File: src/pcmd_pkg.sv
// Shared codes, constants and types of the PCM DSP command port.
package pcmd_pkg;

  // Access kinds carried on the input channel
  localparam logic [1:0] CMD_READ  = 2'd0;
  localparam logic [1:0] CMD_WRITE = 2'd1;
  localparam logic [1:0] CMD_BLOCK = 2'd2;

  // Port offsets from the card base
  localparam logic [3:0] PORT_MIX_IDX = 4'd4;
  localparam logic [3:0] PORT_MIX_DAT = 4'd5;
  localparam logic [3:0] PORT_RESET   = 4'd6;
  localparam logic [3:0] PORT_READ    = 4'd10;
  localparam logic [3:0] PORT_CMD     = 4'd12;
  localparam logic [3:0] PORT_STATUS  = 4'd14;
  localparam logic [3:0] PORT_ACK16   = 4'd15;

  // DSP opcodes
  localparam logic [7:0] OP_RATE_OUT = 8'h41;
  localparam logic [7:0] OP_RATE_IN  = 8'h42;
  localparam logic [7:0] OP_PAUSE_A  = 8'hD0;
  localparam logic [7:0] OP_PAUSE_B  = 8'hD5;
  localparam logic [7:0] OP_CONT_A   = 8'hD4;
  localparam logic [7:0] OP_CONT_B   = 8'hD6;
  localparam logic [7:0] OP_SPK_ON   = 8'hD1;
  localparam logic [7:0] OP_SPK_OFF  = 8'hD3;
  localparam logic [7:0] OP_EXIT_A   = 8'hD9;
  localparam logic [7:0] OP_EXIT_B   = 8'hDA;
  localparam logic [7:0] OP_VERSION  = 8'hE1;
  localparam logic [3:0] FAM_WIDE    = 4'hB;
  localparam logic [3:0] FAM_NARROW  = 4'hC;

  // Fixed values
  localparam logic [7:0]  RESET_ACK   = 8'hAA;
  localparam logic [7:0]  STAT_READY  = 8'h80;
  localparam logic [7:0]  MIX_IRQ_IDX = 8'h82;
  localparam logic [15:0] VERSION_RST = 16'd1029;
  localparam int          MIX_REGS    = 256;

  // Mixer store request from the decode logic
  typedef struct packed {
    logic       idx_wr;  // load the mixer index
    logic       dat_wr;  // write the entry at the current index
    logic [7:0] wdata;
  } mix_req_t;

endpackage

File: src/pcmd_mixer.sv
// Mixer index register and 256-entry mixer store with per-entry valid bits.
module pcmd_mixer (
  input  logic               clk,
  input  logic               rst_n,
  input  pcmd_pkg::mix_req_t req,
  output logic [7:0]         mix_idx,
  output logic [7:0]         mix_val
);
  import pcmd_pkg::*;

  logic [7:0]          idx_r;
  logic [7:0]          idx_nxt;
  logic [7:0]          mem [MIX_REGS];
  logic [MIX_REGS-1:0] vld_r;
  logic [7:0]          mem_q_r;
  logic                vld_q_r;
  logic                byp_r;
  logic [7:0]          byp_d_r;

  // Index follows port writes; the store is read ahead at the next index
  assign idx_nxt = req.idx_wr ? req.wdata : idx_r;

  always_ff @(posedge clk) begin
    if (!rst_n) begin
      idx_r   <= '0;
      vld_r   <= '0;
      vld_q_r <= 1'b0;
      byp_r   <= 1'b0;
    end else begin
      idx_r   <= idx_nxt;
      if (req.dat_wr) begin
        vld_r[idx_r] <= 1'b1;
      end
      vld_q_r <= vld_r[idx_nxt];
      byp_r   <= req.dat_wr;
    end
  end

  // Store array: one write port, one registered read port
  always_ff @(posedge clk) begin
    if (req.dat_wr) begin
      mem[idx_r] <= req.wdata;
    end
    mem_q_r <= mem[idx_nxt];
    byp_d_r <= req.wdata;
  end

  // A write in the previous cycle is not yet in the read register
  assign mix_idx = idx_r;
  assign mix_val = byp_r ? byp_d_r : (vld_q_r ? mem_q_r : 8'h00);

endmodule

File: src/pcm_audio_dsp_command_port.sv
// Top level of the PCM DSP command port: decode, command parser and result register.
// Each accepted beat is one host port access or one DMA block-end event and yields
// exactly one result beat in the following cycle, taken from the state after that access.
// One beat is accepted per cycle; the only limit is the result register, which
// takes a new beat whenever it is empty or being drained in the same cycle. There
// is no start-up sweep: the mixer store reads as zero through per-entry valid bits
// from the first cycle after reset. The version word is written through the cfg
// channel, which is always ready, and should be written only while the block idles.
module pcm_audio_dsp_command_port #(
  parameter int REPLY_DEPTH = 4
) (
  input  logic        clk,
  input  logic        rst_n,
  // configuration
  input  logic        cfg_valid,
  output logic        cfg_ready,
  input  logic [15:0] cfg_version_word,
  // access channel
  input  logic        in_valid,
  output logic        in_ready,
  input  logic [1:0]  in_command,
  input  logic [3:0]  in_port_offset,
  input  logic [7:0]  in_write_data,
  // result channel
  output logic        out_valid,
  input  logic        out_ready,
  output logic [7:0]  out_read_data,
  output logic        out_irq_pending,
  output logic        out_transfer_active,
  output logic        out_transfer_paused,
  output logic        out_speaker_enabled,
  output logic [15:0] out_sample_rate,
  output logic        out_wide_samples,
  output logic        out_stereo_mode,
  output logic        out_signed_mode,
  output logic        out_auto_repeat,
  output logic [15:0] out_block_count
);
  import pcmd_pkg::*;

  localparam int              CW    = $clog2(REPLY_DEPTH + 1);
  localparam logic [CW-1:0]   DEPTH = CW'(REPLY_DEPTH);

  // State
  logic [15:0]  version_r;
  logic         latch_r,  latch_nxt;
  logic [7:0]   q_r [REPLY_DEPTH];
  logic [7:0]   q_nxt [REPLY_DEPTH];
  logic [CW-1:0] cnt_r,   cnt_nxt;
  logic [7:0]   op_r,     op_nxt;
  logic [1:0]   ops_r,    ops_nxt;
  logic [15:0]  hold_r,   hold_nxt;
  logic [1:0]   irq_r,    irq_nxt;
  logic         act_r,    act_nxt;
  logic         pau_r,    pau_nxt;
  logic         spk_r,    spk_nxt;
  logic         wide_r,   wide_nxt;
  logic         ster_r,   ster_nxt;
  logic         sgn_r,    sgn_nxt;
  logic         auto_r,   auto_nxt;
  logic [15:0]  rate_r,   rate_nxt;
  logic [15:0]  count_r,  count_nxt;
  logic [7:0]   rd;

  // Output register
  logic         out_valid_r;
  logic [7:0]   o_rd_r;
  logic         o_irq_r, o_act_r, o_pau_r, o_spk_r, o_wide_r, o_ster_r, o_sgn_r, o_auto_r;
  logic [15:0]  o_rate_r, o_count_r;

  logic         acc;
  logic         restart;
  logic         pop;
  logic         ver_push;
  mix_req_t     mix_req;
  logic [7:0]   mix_idx;
  logic [7:0]   mix_val;

  assign acc       = in_valid && in_ready;
  assign in_ready  = !out_valid_r || out_ready;
  assign cfg_ready = 1'b1;

  pcmd_mixer u_mixer (
    .clk     (clk),
    .rst_n   (rst_n),
    .req     (mix_req),
    .mix_idx (mix_idx),
    .mix_val (mix_val)
  );

  // Access decode and command parser
  always_comb begin
    latch_nxt = latch_r;
    op_nxt    = op_r;
    ops_nxt   = ops_r;
    hold_nxt  = hold_r;
    irq_nxt   = irq_r;
    act_nxt   = act_r;
    pau_nxt   = pau_r;
    spk_nxt   = spk_r;
    wide_nxt  = wide_r;
    ster_nxt  = ster_r;
    sgn_nxt   = sgn_r;
    auto_nxt  = auto_r;
    rate_nxt  = rate_r;
    count_nxt = count_r;
    rd        = 8'h00;
    restart   = 1'b0;
    pop       = 1'b0;
    ver_push  = 1'b0;
    mix_req   = '{idx_wr: 1'b0, dat_wr: 1'b0, wdata: in_write_data};

    if (acc) begin
      case (in_command)
        CMD_READ: begin
          case (in_port_offset)
            PORT_MIX_IDX: rd = mix_idx;
            PORT_MIX_DAT: rd = (mix_idx == MIX_IRQ_IDX) ? {6'b0, irq_r} : mix_val;
            PORT_READ: begin
              if (cnt_r != '0) begin
                rd  = q_r[0];
                pop = 1'b1;
              end
            end
            PORT_STATUS: begin
              rd         = (cnt_r != '0) ? STAT_READY : 8'h00;
              irq_nxt[0] = 1'b0;
            end
            PORT_ACK16: irq_nxt[1] = 1'b0;
            default: ;
          endcase
        end
        CMD_WRITE: begin
          case (in_port_offset)
            PORT_MIX_IDX: mix_req.idx_wr = 1'b1;
            PORT_MIX_DAT: mix_req.dat_wr = (mix_idx != MIX_IRQ_IDX);
            PORT_RESET: begin
              if (in_write_data[0]) begin
                latch_nxt = 1'b1;
              end else if (latch_r) begin
                latch_nxt = 1'b0;
                restart   = 1'b1;
              end
            end
            PORT_CMD: begin
              if (ops_r != 2'd0) begin
                // operand bytes of a pending opcode
                if (op_r == OP_RATE_OUT || op_r == OP_RATE_IN) begin
                  if (ops_r == 2'd2) begin
                    hold_nxt = {in_write_data, 8'h00};
                    ops_nxt  = 2'd1;
                  end else begin
                    rate_nxt = hold_r | {8'h00, in_write_data};
                    ops_nxt  = 2'd0;
                  end
                end else if (ops_r == 2'd3) begin
                  hold_nxt = {8'h00, in_write_data};
                  ops_nxt  = 2'd2;
                end else if (ops_r == 2'd2) begin
                  hold_nxt = {in_write_data, hold_r[7:0]};
                  ops_nxt  = 2'd1;
                end else begin
                  // count high byte: transfer starts
                  count_nxt = {in_write_data, hold_r[15:8]};
                  act_nxt   = 1'b1;
                  pau_nxt   = 1'b0;
                  wide_nxt  = (op_r[7:4] == FAM_WIDE);
                  ster_nxt  = hold_r[5];
                  sgn_nxt   = hold_r[4];
                  auto_nxt  = op_r[2];
                  ops_nxt   = 2'd0;
                end
              end else if (in_write_data == OP_RATE_OUT || in_write_data == OP_RATE_IN) begin
                op_nxt  = in_write_data;
                ops_nxt = 2'd2;
              end else if (in_write_data[7:4] == FAM_WIDE ||
                           in_write_data[7:4] == FAM_NARROW) begin
                op_nxt  = in_write_data;
                ops_nxt = 2'd3;
              end else if (in_write_data == OP_PAUSE_A || in_write_data == OP_PAUSE_B) begin
                if (act_r) pau_nxt = 1'b1;
              end else if (in_write_data == OP_CONT_A || in_write_data == OP_CONT_B) begin
                pau_nxt = 1'b0;
              end else if (in_write_data == OP_SPK_ON) begin
                spk_nxt = 1'b1;
              end else if (in_write_data == OP_SPK_OFF) begin
                spk_nxt = 1'b0;
              end else if (in_write_data == OP_EXIT_A || in_write_data == OP_EXIT_B) begin
                auto_nxt = 1'b0;
              end else if (in_write_data == OP_VERSION) begin
                ver_push = 1'b1;
              end
            end
            default: ;
          endcase
        end
        CMD_BLOCK: begin
          if (act_r && !pau_r) begin
            if (wide_r) irq_nxt[1] = 1'b1;
            else        irq_nxt[0] = 1'b1;
            if (!auto_r) act_nxt = 1'b0;
          end
        end
        default: ;
      endcase

      // DSP restart clears everything but the latch, the version word and the mixer
      if (restart) begin
        op_nxt    = 8'h00;
        ops_nxt   = 2'd0;
        hold_nxt  = 16'h0000;
        irq_nxt   = 2'b00;
        act_nxt   = 1'b0;
        pau_nxt   = 1'b0;
        spk_nxt   = 1'b0;
        wide_nxt  = 1'b0;
        ster_nxt  = 1'b0;
        sgn_nxt   = 1'b0;
        auto_nxt  = 1'b0;
        rate_nxt  = 16'h0000;
        count_nxt = 16'h0000;
      end
    end
  end

  // Reply queue: shift out at the head, push one or two bytes at the tail
  always_comb begin
    q_nxt   = q_r;
    cnt_nxt = cnt_r;
    if (restart) begin
      q_nxt[0] = RESET_ACK;
      cnt_nxt  = CW'(1);
    end else if (pop) begin
      for (int i = 0; i < REPLY_DEPTH - 1; i++) begin
        q_nxt[i] = q_r[i+1];
      end
      cnt_nxt = cnt_r - CW'(1);
    end else if (ver_push) begin
      for (int i = 0; i < REPLY_DEPTH; i++) begin
        if (cnt_r == CW'(i)) q_nxt[i] = version_r[15:8];
        if (i > 0 && cnt_r == CW'(i - 1)) q_nxt[i] = version_r[7:0];
      end
      if (cnt_r < DEPTH - CW'(1)) cnt_nxt = cnt_r + CW'(2);
      else                        cnt_nxt = DEPTH;
    end
  end

  // Control and DSP state
  always_ff @(posedge clk) begin
    if (!rst_n) begin
      version_r <= VERSION_RST;
      latch_r   <= 1'b0;
      cnt_r     <= '0;
      op_r      <= '0;
      ops_r     <= '0;
      hold_r    <= '0;
      irq_r     <= '0;
      act_r     <= 1'b0;
      pau_r     <= 1'b0;
      spk_r     <= 1'b0;
      wide_r    <= 1'b0;
      ster_r    <= 1'b0;
      sgn_r     <= 1'b0;
      auto_r    <= 1'b0;
      rate_r    <= '0;
      count_r   <= '0;
    end else begin
      if (cfg_valid && cfg_ready) version_r <= cfg_version_word;
      latch_r <= latch_nxt;
      cnt_r   <= cnt_nxt;
      op_r    <= op_nxt;
      ops_r   <= ops_nxt;
      hold_r  <= hold_nxt;
      irq_r   <= irq_nxt;
      act_r   <= act_nxt;
      pau_r   <= pau_nxt;
      spk_r   <= spk_nxt;
      wide_r  <= wide_nxt;
      ster_r  <= ster_nxt;
      sgn_r   <= sgn_nxt;
      auto_r  <= auto_nxt;
      rate_r  <= rate_nxt;
      count_r <= count_nxt;
    end
  end

  // Queue payload
  always_ff @(posedge clk) begin
    q_r <= q_nxt;
  end

  // Result register valid
  always_ff @(posedge clk) begin
    if (!rst_n) begin
      out_valid_r <= 1'b0;
    end else if (acc) begin
      out_valid_r <= 1'b1;
    end else if (out_ready) begin
      out_valid_r <= 1'b0;
    end
  end

  // Result payload: post-update state of the accepted beat
  always_ff @(posedge clk) begin
    if (acc) begin
      o_rd_r    <= rd;
      o_irq_r   <= |irq_nxt;
      o_act_r   <= act_nxt;
      o_pau_r   <= pau_nxt;
      o_spk_r   <= spk_nxt;
      o_rate_r  <= rate_nxt;
      o_wide_r  <= wide_nxt;
      o_ster_r  <= ster_nxt;
      o_sgn_r   <= sgn_nxt;
      o_auto_r  <= auto_nxt;
      o_count_r <= count_nxt;
    end
  end

  assign out_valid           = out_valid_r;
  assign out_read_data       = o_rd_r;
  assign out_irq_pending     = o_irq_r;
  assign out_transfer_active = o_act_r;
  assign out_transfer_paused = o_pau_r;
  assign out_speaker_enabled = o_spk_r;
  assign out_sample_rate     = o_rate_r;
  assign out_wide_samples    = o_wide_r;
  assign out_stereo_mode     = o_ster_r;
  assign out_signed_mode     = o_sgn_r;
  assign out_auto_repeat     = o_auto_r;
  assign out_block_count     = o_count_r;

  // Checks
  a_cnt_bound: assert property (@(posedge clk) disable iff (!rst_n)
    cnt_r <= DEPTH) else $error("reply count beyond queue depth");

  a_pause_active: assert property (@(posedge clk) disable iff (!rst_n)
    pau_r |-> act_r) else $error("paused without a running transfer");

  a_accept_result: assert property (@(posedge clk) disable iff (!rst_n)
    acc |=> out_valid) else $error("accepted beat produced no result");

  a_three_operands: assert property (@(posedge clk) disable iff (!rst_n)
    (ops_r == 2'd3) |-> (op_r[7:4] == FAM_WIDE || op_r[7:4] == FAM_NARROW))
    else $error("three operands pending for a non-transfer opcode");

endmodule

File: config.mk
export PLATFORM = sky130hd
export DESIGN_NAME = pcm_audio_dsp_command_port
export DESIGN_NICKNAME = d
export VERILOG_FILES = /design/src/pcmd_pkg.sv /design/src/pcmd_mixer.sv /design/src/pcm_audio_dsp_command_port.sv
export SDC_FILE = /design/constraint.sdc
export NUM_CORES = 2
export LEC_CHECK = 0
export BUFFER_PORTS_ARGS = -buffer_cell sky130_fd_sc_hd__buf_2
export CORE_UTILIZATION = 45
export CTS_BUF_LIST = sky130_fd_sc_hd__clkbuf_4 sky130_fd_sc_hd__clkbuf_8 sky130_fd_sc_hd__clkbuf_16
export DETAILED_ROUTE_END_ITERATION = 8
export PLACE_DENSITY = 0.63
export SETUP_SLACK_MARGIN = 0.3
export SLEW_MARGIN = 40
export SYNTH_ARGS = -nofsm -noshare
export SYNTH_HDL_FRONTEND = slang
export SYNTH_SLANG_ARGS = --single-unit
File: constraint.sdc
create_clock -name clk -period 4.65 [get_ports clk]
set_input_delay 0.465 -clock clk [delete_from_list [all_inputs] [get_ports clk]]
set_output_delay 0.465 -clock clk [all_outputs]
set_load 0.02 [all_outputs]
-- Word-level counts from Yosys, hierarchy flattened
Memory sizes are Yosys's and may differ from the RTL's. A register that Yosys moved wholly into a read port is not among the register bits.
Cells that the tools add are included.
- multiplexer cells: 174
- reductions and logical operators: 41
- add/sub/neg operators: 2
- eq/ne operators: 34
- magnitude comparators: 4
- bitwise operators: 5
- operator list (operator ; number):
    16-bit 2-to-1 mux ; 23
    256-bit OR ; 1
    8-bit 2-to-1 mux ; 19
    1-bit 2-to-1 mux ; 109
    8-bit equality test (second input constant) ; 10
    8-bit by 7-bit equality test with 1-bit output (second input constant) ; 4
    32-bit 2-to-1 mux ; 1
    8-bit one-hot mux with 4 select lines ; 1
    4-bit equality test (second input constant) ; 7
    2-bit 2-to-1 mux ; 13
    24-bit 2-to-1 mux ; 1
    3-bit nonzero test ; 7
    8-bit by 9-bit < comparator with 1-bit output (second input constant) ; 2
    16-bit by 8-bit OR with 16-bit output ; 1
    2-bit nonzero test ; 8
    4-bit by 3-bit equality test with 1-bit output (second input constant) ; 3
    6-bit AND reduction ; 2
    3-bit 2-to-1 mux ; 3
    3-bit AND reduction ; 3
    1-bit binary-select mux with 8-bit select ; 1
    1-bit demux with 8-bit select ; 1
    8-bit by 1-bit >= comparator with 1-bit output (second input constant) ; 1
    8-bit != test (second input constant) ; 1
    4-bit AND reduction ; 2
    other kinds (21) ; 36
- memory bits (writable): 2048
- register bits after elaboration: 442
- memories: 1
- word-level logic and storage cells: 300
- memories (name ; words ; bits a word ; rd ports ; clocked after memory_dff ; write ports ; RTL line ; text):
    u_mixer.mem ; 256 ; 8 ; 1 ; 1 ; 1 ; pcmd_mixer.sv:13 ; logic [7:0] mem [MIX_REGS];

-- Longest topological paths before layout
- word-level depth: 16
- mapped depth: 16

-- Modules after synthesis
From an unflattened synthesis, not the netlist that was laid out.
- cells, all modules: 7029
- area total of the unflattened synthesis: 99392.8 sq um
- by module, submodules not included (module ; area each (sq um) ; instances ; cells each):
    pcmd_mixer ; 91829.3 ; 1 ; 6301
    pcm_audio_dsp_command_port ; 7563.5 ; 1 ; 728

-- Least setup slack after synthesis
OpenSTA, ideal clock, no wires.
- path type: flip-flop to flip-flop
- start point: register out_valid_r (netlist: out_valid)
- end point: register q_r[10] (netlist name), enable pin
- stages on the path, launching flop included: 11
- required time: 4266 ps
- slack: 575 ps
- library setup time: 384 ps
- data arrival time: 3691 ps
- period minus slack after synthesis: 4075 ps
- cells stage by stage: dfxtp_1 -> nor2b_1 -> buf_2 -> inv_1 -> buf_2 -> nand2_1 -> inv_1 -> clkbuf_1 -> nand3_1 -> clkbuf_1 -> o21ai_0
- cells in the longest elaborated chain, start to end: 6
- elaborated cells between the ends (all ways): 10
- those cells by class: 3 x mux; 1 x bitwise; 6 x reduce/logical
- RTL lines (element ; RTL line ; text):
    start: declaration ; pcm_audio_dsp_command_port.sv:66 ; logic out_valid_r;
    start signal: assignment ; pcm_audio_dsp_command_port.sv:295 ; out_valid_r <= 1'b0;
    start signal: assignment ; pcm_audio_dsp_command_port.sv:297 ; out_valid_r <= 1'b1;
    start signal: assignment ; pcm_audio_dsp_command_port.sv:299 ; out_valid_r <= 1'b0;
    1-bit logical NOT * ; pcm_audio_dsp_command_port.sv:80 ; assign in_ready = !out_valid_r || out_ready;
    1-bit logical OR * ; pcm_audio_dsp_command_port.sv:80 ;
    net in_ready ; pcm_audio_dsp_command_port.sv:20 ; output logic in_ready,
    1-bit logical AND * ; pcm_audio_dsp_command_port.sv:79 ; assign acc = in_valid && in_ready;
    net acc ; pcm_audio_dsp_command_port.sv:71 ; logic acc;
    1-bit 2-to-1 mux ; pcm_audio_dsp_command_port.sv:113 ; if (acc) begin
    3-bit nonzero test (no source line) (tied with other cells) ; -- ;
    3-bit AND reduction (no source line) * ; -- ;
    end signal: assignment ; pcm_audio_dsp_command_port.sv:289 ; q_r <= q_nxt;
    end: declaration ; pcm_audio_dsp_command_port.sv:47 ; logic [7:0] q_r [REPLY_DEPTH];
Mark *: on every way through the listed nets, which the timed path passes. The rest lies on a longest branch.
A chain may end at the register's enable or synchronous reset.

-- Worst setup path in the final report
- start point: input port in_port_offset[1]
- end point: register u_mixer.vld_q_r
- cells in the longest elaborated chain, start to end: 7
- RTL lines (element ; RTL line ; text):
    start: declaration ; pcm_audio_dsp_command_port.sv:22 ; input logic [3:0] in_port_offset,
    4-bit by 3-bit equality test with 1-bit output ; pcm_audio_dsp_command_port.sv:134 ; case (in_port_offset)
    1-bit 2-to-1 mux ; pcm_audio_dsp_command_port.sv:134 ;
    2-bit 2-to-1 mux ; pcm_audio_dsp_command_port.sv:114 ; case (in_command)
    2-bit 2-to-1 mux ; pcm_audio_dsp_command_port.sv:113 ;
    8-bit 2-to-1 mux ; pcmd_mixer.sv:21 ; assign idx_nxt = req.idx_wr ? req.wdata : idx_r;
    1-bit binary-select mux with 8-bit select ; pcmd_mixer.sv:34 ; vld_q_r <= vld_r[idx_nxt];
    1-bit 2-to-1 mux (implied by the code) ; pcmd_mixer.sv:34 ;
    end signal: assignment ; pcmd_mixer.sv:34 ;
    end: declaration ; pcmd_mixer.sv:16 ; logic vld_q_r;
No other way between the ends. The select of a mux whose other input is x is not followed.

==> results list <==
- Once placement completed, the tool counted placed cells totaling 9,432.
- P per Cell Area: around 400 nW/µm²
- Measured against its own limit, the worst slew margin works out to 36.4%.
* Via density per instance: 6.20
- Per-instance average area after synthesis: ~15 µm²
- Post-layout min period: ~4.4 ns
* Netlist Area Pre-Place: 97,500 µm²
* Filler cell count: between 15k and 20k
- The count of final max-slew check failures is 0.
- Final critical-path share of the clock period: between 90 and 100%
* Path type of the worst setup path: input pin to register
* Multiplexer fraction of the synthesized cell area: a little under a tenth
- The number of hold violations in the final report came to 0.
* Ratio of cells with drive above 1 in the final layout: 20.9%
- Once detail routing completed, the nets flagged for antenna violations numbered 0.
- Global-route wire length before repair: roughly 430 mm
- The synthesized netlist devotes 0.128% of its cell area to adder and majority cells.
* Pin count of the biggest net entering global routing: 167
- Detail-routed net length per standard cell: around 30 µm
- Yosys warns: 0
* Setup repair after global routing missed its margin: no
- The tool flagged a number of max-cap violations equal to 0.
- Synthesis-to-layout area growth: 17.2%
- TritonCTS built the clock tree.
* Element type at the critical path start: input pin
- CTS H-tree lvls: 5
- Site Rows: between 150 and 200
- The initial antenna violation count is 12.
- Layout Nets: roughly 7k
* Slew at the pin closest to its max-slew limit: around 0.95 ns
- GRT Total Usage: between 20% and 30%
- Async set-reset flop share out of synthesis: 0%
- DIE WIDTH: 467 µm
* Vertical die dimension: 467 µm
- The wire-length estimate of the detail-placed layout is 192 mm.
* Final RePlAce weighted congestion: slightly below 1
- The final route contains between 60k and 70k vias.
- The root buffer cell chosen for the clock tree is sky130_fd_sc_hd__clkbuf_16.
* Ports: 86
- The clock reaches the later pin of the worst-skew pair after approximately 0.93 ns.
- Summing the areas of all xor and xnor instances in the mapped netlist gives less than 1% of the synthesized area.
- After Yosys synthesis, and, or, nand and nor cells account for 8.15% of the synthesized area.
- The worst-case IR drop observed on VDD is around 0.4 mV.
* DRT Pass-1 Iters: 6
* Number of buffers on the longest clock path: 4
* Part of the Yosys area used for sequential elements: about three quarters
- STA classifies the critical path endpoint as a register.
- At the worst endpoint, the arrival time is just over 5 ns.
- The floorplan step defined a die boundary enclosing roughly 220,000 µm².
* Post-Route WL: 299 mm
* Number of global-route vias before repair: ~60k
- The synthesized netlist contains just under 80 unique library cells.
* Core region area: 215,000 µm²
- The number of clock buffers added by TritonCTS is approximately 270.
- Synthesis inferred approximately 2.5k register bits.
* Number of enable-type register cells in the synthesized netlist: between 2k and 2.5k
- Based on the critical path, the design can be clocked at up to approximately 230 MHz.
- Clock sink total: roughly 2.5k
* Leakage power total: about 38 nW
- Summing the areas of all compound-gate instances in the mapped netlist gives between 7 and 8% of the synthesized area.
- The worst hold path belongs to the class input pin to register.
* Outcome: finished clean
- Of all nets on the critical path, the largest fanout is 25.
- Post-layout instance count excluding filler cells: a little under 10k
* Combinational family with the most area after synthesis: multiplexers
- Final Hold Slack: around 0.057 ns
- Setup violations remaining at the end of the flow were counted as 0.
- Counting cells, the worst reg-to-reg path comes to 12.
- After the first detailed-routing iteration, the DRC count stood at 8,246.
* Overflow after GRT: 0
* WHS Path Cells: 3
- Required time of the critical path: about 5.4 ns
- Top flip-flop cell by instance count after synthesis: sky130_fd_sc_hd__edfxtp_1
* Count of buffers from port buffering: 84
- After detailed routing, the number of remaining DRC violations is 0.
- The clock arrives with roughly 0.064 ns of skew.
- Synthesized netlist cell count: about 6.3k
* Starting utilization of the core area: a little under half
- Clock-pin slew was measured on the worst setup and hold paths at roughly 0.06 ns.
layer usage:
layer,up-vias,routed length (µm),global-route usage [%]
met3,734,32500,5.87
met1,31500,117000,37.5
met5,-,203,0
met2,3735,135000,41.4
li1,25700,-,-
met4,14,14200,11.6
power by group:
group          internal (W)  switching (W)  leakage, nW
clock network        0.0124        0.00857         4.32
logic              0.000206       0.000689         11.2
registers            0.0243      0.0000279         22.2
layout by cell type (no fill, tap or decap), drive strengths merged, types with 19 or more instances in the layout:
| master | netlist | final |
|---|---|---|
| edfxtp | 2120 | 2120 |
| nand2 | 821 | 821 |
| buf | 219 | 678 |
| nor2 | 525 | 525 |
| dfxtp | 378 | 378 |
| clkbuf | 196 | 367 |
| mux4 | 279 | 279 |
| mux2i | 278 | 278 |
| nand3 | 234 | 234 |
| o21a | 208 | 208 |
| a32oi | 105 | 105 |
| a21oi | 98 | 98 |
| a31oi | 93 | 93 |
| o21ai | 93 | 93 |
| o211ai | 86 | 86 |
| clkinv | 2 | 83 |
| a22oi | 66 | 66 |
| nand4 | 62 | 62 |
| nor3 | 57 | 57 |
| nor4 | 40 | 40 |
| and3 | 37 | 37 |
| dlygate4sd3 | 0 | 30 |
| inv | 22 | 28 |
| o2111ai | 25 | 25 |
| and2 | 24 | 24 |
| a211oi | 21 | 21 |
| a2111oi | 20 | 20 |
| mux2 | 19 | 19 |
flip-flops by register name, summed over array words and instances (netlist names), 16 cells and up:
name,count
out_block_count,16
rate_r,16
hold_r,16
q_r,32
out_sample_rate,16
u_mixer.mem,2048
version_r,16
count_r,16
u_mixer.vld_r,256
logic make-up after synthesis:
| kind of cell | Yosys count |
|---|---|
| flops | 2498 |
| simple gates | 1850 |
| compound gates | 950 |
| mux | 576 |
| buf+inv | 439 |
| fa+ha+maj | 10 |
| xor+xnor | 3 |
| other cells | 2 |
timing repair:
item / in CTS / in global routing
setup buffers: 0 / 2
endpoints found under the hold margin: 163 / 0
endpoints found under the setup margin: 1 / 3
hold buffers: 30 / 0
pin swaps: 0 / 1
gates resized for setup: 1 / 5
area by class of cell:
class / count / area, µm² / share of cell area [%]
antenna: 4 / 10.0 / 0.00876
clock buffer: 366 / 7760 / 6.79
clock inverter: 102 / 812 / 0.710
inverter: 24 / 95.1 / 0.0832
multi-input combinational: 3398 / 24700 / 21.7
sequential: 2498 / 71200 / 62.3
tap: 2838 / 3550 / 3.11
timing repair buffer: 709 / 6090 / 5.33
worst paths after layout:
path / endpoint / from / slack, ns
hold / removal: version_r[7] / cfg_valid / 0.06
setup / recovery: u_mixer.vld_q_r / in_port_offset[1] / 0.27
hold reg to reg: u_mixer.vld_r[118] / u_mixer.vld_r[118] / 0.46
setup reg to reg: u_mixer.mem_q_r[5] / out_valid / 0.31
per-stage QoR:
step	area, µm²	setup WS (ns)	util, %	power [W]	TNS, ns
3_5_place_dp	105000	-0.174	48.9	0.0257	-0.399
6_report	114000	0.273	53.1	0.0461	0
4_1_cts	114000	0.316	53.1	0.0463	0
3_3_place_gp	105000	-0.198	48.9	0.0256	-0.507
2_1_floorplan	97500	0.575	-	0.0251	0
5_1_grt	114000	0.346	53.1	0.0472	0
Yosys cell counts (all sizes together) (10+ instances only):
cell,count,area [µm²]
nand2,821,3090
inv,22,82.6
a22o,16,140
clkbuf,196,736
a22oi,66,495
nor2,525,1980
buf,219,1110
a31oi,93,582
o21ai,93,465
o21a,208,1560
nand4,62,388
o31ai,11,115
ha,10,125
nor2b,16,100
mux2,19,214
nand3,234,1170
nor4,40,287
a21oi,98,490
a221o,13,130
a32oi,105,920
and2,24,150
o2111ai,25,219
dfxtp,378,7570
o22ai,10,62.6
mux4,279,6280
o211ai,86,646
and3,37,231
nand2b,11,68.8
nor3,57,290
a2111oi,20,175
a211oi,21,158
mux2i,278,2780
a32o,16,160
edfxtp,2120,63700
worst max-delay path, stage by stage:
cell and delay [ns]:
sky130_fd_sc_hd__dlygate4sd3_1 0.54, sky130_fd_sc_hd__buf_2 0.17, sky130_fd_sc_hd__or4b_1 0.61, sky130_fd_sc_hd__buf_12 0.20
sky130_fd_sc_hd__o31ai_4 0.44, sky130_fd_sc_hd__nand2_8 0.33, sky130_fd_sc_hd__buf_12 0.29, sky130_fd_sc_hd__mux2i_1 0.50
sky130_fd_sc_hd__o22ai_1 0.24, sky130_fd_sc_hd__a211oi_1 0.78, sky130_fd_sc_hd__a2111o_1 0.24, sky130_fd_sc_hd__nand3_1 0.08
sky130_fd_sc_hd__and4_1 0.22
No activity file was read; power rests on OpenSTA's default activity.
